--- src/dsu_pkg.sv ---
// Shared types and constants for the descriptive statistics unit.
// No dependencies; imported by every module of the block.
`default_nettype none
package dsu_pkg;

    localparam int SAMPLE_W = 28;
    localparam int OUT_W    = 32;
    localparam int VAR_W    = 31;
    localparam int TOTAL_W  = 11;
    localparam int ZQ       = 16;

    localparam logic [7:0]  DIV_STEPS_FULL = 8'd128;
    localparam logic [7:0]  Z_DIV_STEPS    = 8'd48;
    localparam logic [6:0]  MUL_STEPS      = 7'd64;
    localparam logic [5:0]  SQRT_STEPS     = 6'd32;

    localparam logic [30:0] VAR_MAX      = 31'h7FFF_FFFF;
    localparam logic [23:0] Z_MAX        = 24'hFF_FFFF;
    localparam logic [63:0] SKEW_POS_CAP = 64'h0000_0000_7FFF_FFFF;
    localparam logic [63:0] SKEW_NEG_CAP = 64'h0000_0000_8000_0000;
    localparam logic [63:0] T1_CAP       = 64'h0000_0100_0000_0000;

    typedef enum logic [1:0] {
        MODE_SAMPLE = 2'd0,
        MODE_LAST   = 2'd1,
        MODE_REPEAT = 2'd2
    } t_mode;

    typedef struct packed {
        logic [1:0]                 mode;
        logic signed [SAMPLE_W-1:0] sample;
    } t_item;

    typedef struct packed {
        logic signed [OUT_W-1:0] minimum;
        logic signed [OUT_W-1:0] maximum;
        logic signed [OUT_W-1:0] mean;
        logic [VAR_W-1:0]        variance;
        logic [VAR_W-1:0]        std_dev;
        logic [VAR_W-1:0]        std_error;
        logic signed [OUT_W-1:0] skewness;
        logic signed [OUT_W-1:0] kurtosis;
        logic [TOTAL_W-1:0]      sample_total;
        logic                    overflowed;
    } t_result;

    typedef enum logic [4:0] {
        ST_IDLE,
        ST_MEAN,
        ST_P1,
        ST_VAR,
        ST_SD,
        ST_SEDIV,
        ST_SE,
        ST_P2_RD,
        ST_P2_DAT,
        ST_P2_DIV,
        ST_P2_Z2,
        ST_P2_Z3,
        ST_P2_Z4,
        ST_SK_DEN,
        ST_SK_MUL,
        ST_SK_DIV,
        ST_KU_A,
        ST_KU_NUM,
        ST_KU_B,
        ST_KU_C,
        ST_KU_DIV,
        ST_KU_E,
        ST_KU_F,
        ST_KU_CORR,
        ST_FINISH,
        ST_EMIT
    } t_state;

endpackage
`default_nettype wire

--- src/dsu_front.sv ---
// Input side: accepts items, drops unused mode codes, queues the rest (2 deep).
// Depends on dsu_pkg.
`default_nettype none
module dsu_front import dsu_pkg::*; (
    input  wire logic                       i_clk,
    input  wire logic                       i_rst_n,
    input  wire logic                       i_valid,
    output logic                            o_ready,
    input  wire logic [1:0]                 i_mode,
    input  wire logic signed [SAMPLE_W-1:0] i_sample,
    output logic                            o_q_valid,
    output t_item                           o_q_item,
    input  wire logic                       i_q_pop
);

    t_item      r_entry [2];
    logic       r_wp, r_rp, n_wp, n_rp;
    logic [1:0] r_fill, n_fill;
    logic       keep, push, pop;

    assign o_ready   = (r_fill != 2'd2);
    assign keep      = (i_mode == MODE_SAMPLE) || (i_mode == MODE_LAST) ||
                       (i_mode == MODE_REPEAT);
    assign push      = i_valid && o_ready && keep;
    assign o_q_valid = (r_fill != 2'd0);
    assign o_q_item  = r_entry[r_rp];
    assign pop       = i_q_pop && o_q_valid;

    always_comb begin
        n_wp   = push ? ~r_wp : r_wp;
        n_rp   = pop ? ~r_rp : r_rp;
        n_fill = r_fill + {1'b0, push} - {1'b0, pop};
    end

    always_ff @(posedge i_clk) begin
        if (!i_rst_n) begin
            r_wp   <= 1'b0;
            r_rp   <= 1'b0;
            r_fill <= 2'd0;
        end else begin
            r_wp   <= n_wp;
            r_rp   <= n_rp;
            r_fill <= n_fill;
        end
    end

    always_ff @(posedge i_clk) begin
        if (push) begin
            r_entry[r_wp].mode   <= i_mode;
            r_entry[r_wp].sample <= i_sample;
        end
    end

endmodule
`default_nettype wire

--- config.mk ---
export PLATFORM = sky130hd
export DESIGN_NAME = dsu_front
export DESIGN_NICKNAME = d
export VERILOG_FILES = /design/src/dsu_pkg.sv /design/src/dsu_front.sv
export SDC_FILE = /design/constraint.sdc
export NUM_CORES = 1
export LEC_CHECK = 0
export BUFFER_PORTS_ARGS = -buffer_cell sky130_fd_sc_hd__buf_4
export CELL_PAD_IN_SITES_DETAIL_PLACEMENT = 1
export CELL_PAD_IN_SITES_GLOBAL_PLACEMENT = 2
export CORE_MARGIN = 4
export CORE_UTILIZATION = 39
export DETAILED_ROUTE_END_ITERATION = 16
export MAX_ROUTING_LAYER = met4
export PLACE_DENSITY_LB_ADDON = 0.1
export SYNTH_ARGS = -nofsm -noshare
export SYNTH_HDL_FRONTEND = slang
export SYNTH_SLANG_ARGS = --single-unit
export TNS_END_PERCENT = 30
--- constraint.sdc ---
create_clock -name i_clk -period 6.4 [get_ports i_clk]
set_input_delay 0.64 -clock i_clk [delete_from_list [all_inputs] [get_ports i_clk]]
set_output_delay 0.64 -clock i_clk [all_outputs]
set_load 0.05 [all_outputs]
==> impl_metrics.tcl <==
set metrics [dict create \
    p_comb_share_pct 30.9 \
    dp.cells 263 \
    path_class "reg -> out" \
    clock_latency_ns 0.32 \
    dieArea_um2 7550 \
    crit_path_frequent_cell "buf_4" \
    min_period_ns 2.53 \
    coreArea_um2 5990 \
    final_core_util_pct 53.5 \
    initial_core_util_pct 40.5 \
    ant_nets 0 \
    dp_hpwl_um 3110 \
    grt_setup_unrepaired "no" \
    cts.clk_slew.worst_paths_ns 0.07 \
    grt.overflow.total 0 \
    critPathBufInv 2 \
    grt_pass1_vias 1489 \
    htree_num_levels 3 \
    total_power_w 0.00125 \
    die_w_um 86.9 \
    muxShareOfSynthArea_pct 14.3 \
    swShare_pct 33.3 \
    grt_pass1_wl_um 7050 \
    synth_fa_ha_area_share_pct 0.516 \
    drive_gt1_share_pct 48.5 \
    drv_cap 0 \
    cts_hold_buf 0 \
    cts_tree "built" \
    start_kind "flop" \
    slew_headroom_pct 41.4 \
    routed_wl_um 4500 \
    synthSimpleGateAreaFrac_pct 4.02 \
    grt_antenna_before_repair 0 \
    crit_fanout 20 \
    ys_ff_latch 65 \
    cp_slowest_cell "dfxtp_1" \
    post_cts_resized 0 \
    wl_per_cell_um 16.1 \
    crit_path_cell_trace "buf_4, mux2_2, buf_4" \
    internal_power_w 0.000834 \
    critPathArrivalTime_ns 1.89 \
    power.density_nw_per_um2 390 \
    synth_xor_area_share_pct 0.722 \
    syn_nets 159 \
    post_cts_buffers 0 \
    grtUsageTotal_pct 13.0 \
    min_path_type "in -> reg" \
    routed_via_density 4.68 \
    clock_path_buffers 2 \
    p_clk_share_pct 26.5 \
    p_leak_nw 1.20 \
    die_h_um 86.9 \
    hold_violations 0 \
    firstDrtPassIters 2 \
    pwr-share-seq_pct 42.7 \
    slowest_delay_ns 0.62 \
    post_layout_nonfiller_instances 279 \
    final_max_slew_viol_count 0 \
    drtIter0Drc 62 \
    route.detailed.drc 0 \
    outcome "finished clean" \
    peakVddDrop_uv 188 \
    area_delta_synth_final_pct 32.1 \
    netlist_area_um2 2430 \
    place_congestion 0.671 \
    crit_family "flip-flops" \
    grt_start_max_net_pins 31 \
    cts_buffers 9 \
    finalCritPeriodShare_pct 39.5 \
    cts_root_buf "clkbuf_8" \
    skew_ns 0.00572 \
    ys_types 21 \
    synth.area.top_cells "edfxtp_1 74%, mux2_1 7.0%, mux2_2 7.0%" \
    cts.sinks 65 \
    port_buffers 65 \
    yosys_warnings 0 \
    critPathCaptureType "primary output" \
    synth_compound_area_share_pct 1.39 \
    setup_tns_ns 0 \
    timing.fmax_mhz 396 \
    synth_top_area_share_pct 74.3 \
    synth_top_family_by_area "multiplexers" \
    synth_top_cell_by_area "edfxtp_1" \
    avgSynthCellArea_um2 19.6 \
    synthCells 124 \
    p_switching_w 0.000416 \
    fp-row-count 28 \
    worst_slew_pin_slew_ns 0.877 \
    ios 66 \
    yosysSeqAreaShare_pct 78.4 \
    vias 1305 \
    diodes 0 \
    critical_path_required_ns 5.76 \
    report.final.setup_viol 0 \
    nNetsFinal 234 \
]
## cells in the mapped netlist, drive strengths merged
library cell / n
a211oi: 1
mux2i: 1
nor3: 1
and3: 1
o21ai: 1
nor2: 2
dfxtp: 5
nand2b: 2
xnor2: 2
mux2: 30
nand3: 1
and2b: 1
ha: 1
a21oi: 2
buf: 3
edfxtp: 60
a21boi: 1
nand2: 4
or2: 1
and2: 4
## final timing paths
path / from / endpoint / slack (ns) / depth (start not counted)
setup / recovery: flop / o_q_item[16] / 3.87 / 3
hold / removal: i_sample[14] / r_entry[0][14] / 0.50 / 1
setup reg to reg: r_fill[0] / r_entry[0][2] / 4.54 / 3
hold reg to reg: r_rp / flop / 0.60 / 2
## cell families after synthesis
group,after synthesis
XOR/XNOR,2
adder cells (fa/ha/maj),1
flip-flops,65
AND/OR/NAND/NOR,17
AO/OA/AOI/OAI,5
multiplexers,31
buffers and inverters,3
## cells in the final DEF, fill, tap and decap left out
cell type | Yosys | routed
buf_4 | 0 | 67
edfxtp_1 | 60 | 60
mux2_1 | 15 | 15
mux2_2 | 15 | 15
clkbuf_8 | 0 | 10
dfxtp_1 | 5 | 5
nand2_1 | 4 | 4
and2_1 | 4 | 4
clkbuf_1 | 0 | 3
nand2b_1 | 2 | 2
xnor2_1 | 2 | 2
a21oi_1 | 2 | 2
clkinv_2 | 0 | 2
a21boi_2 | 1 | 1
and2b_4 | 1 | 1
a211oi_1 | 1 | 1
nand3_1 | 1 | 1
o21ai_0 | 1 | 1
nor2_1 | 2 | 1
or2_1 | 1 | 1
and3_1 | 1 | 1
nor2_4 | 0 | 1
nor3_2 | 1 | 1
mux2i_1 | 1 | 1
ha_1 | 1 | 1
bufinv_16 | 0 | 1
## stage by stage
stage / hold slack, ns / instance area, um2 / worst slack [ns]
3_3_place_gp: 0.574 / 3020 / 4.15
6_report: 0.500 / 3200 / 3.87
5_1_grt: 0.475 / 3200 / 3.71
2_1_floorplan: 0.552 / 2430 / 3.66
4_1_cts: 0.485 / 3200 / 3.79
3_5_place_dp: 0.590 / 3020 / 4.02
## cell type report
type                       count  area, um2
fill                         578       2790
multi-input combinational     56        517
clock buffer                  13        149
timing repair buffer          67        503
tap                           75       93.8
clock inverter                 3       40.0
sequential                    65       1900
## worst reg2reg max path, cell delays in order (launching register included)
cell	delay [ns]
dfxtp_1	0.43
nand2b_1	0.20
nand2_1	0.14
nor2_4	0.70
## per-layer routing
metal  wire length [um]  up-vias  track usage [%]
met2               2400       38             22.2
met5                  0        -                -
met4                 44        0             5.52
li1                   -      626                -
met3                220        4             3.31
met1               1830      637             14.4
## flip-flops by register name, indices dropped and copies added (netlist names), named ones only
signal and count:
r_wp 1, r_rp 1, r_fill 2, r_entry 60
## power by group through the flow
stage	clock network [W]	logic [W]	registers, W
final	0.000331	0.000386	0.000534
after global routing	0.000367	0.000405	0.000539
after CTS	0.000341	0.000393	0.000535
after detailed placement	0	0.000392	0.000543
after global placement	0	0.000388	0.000541
after floorplan	0	0.000282	0.000532
(Power assumes the default switching activity.)
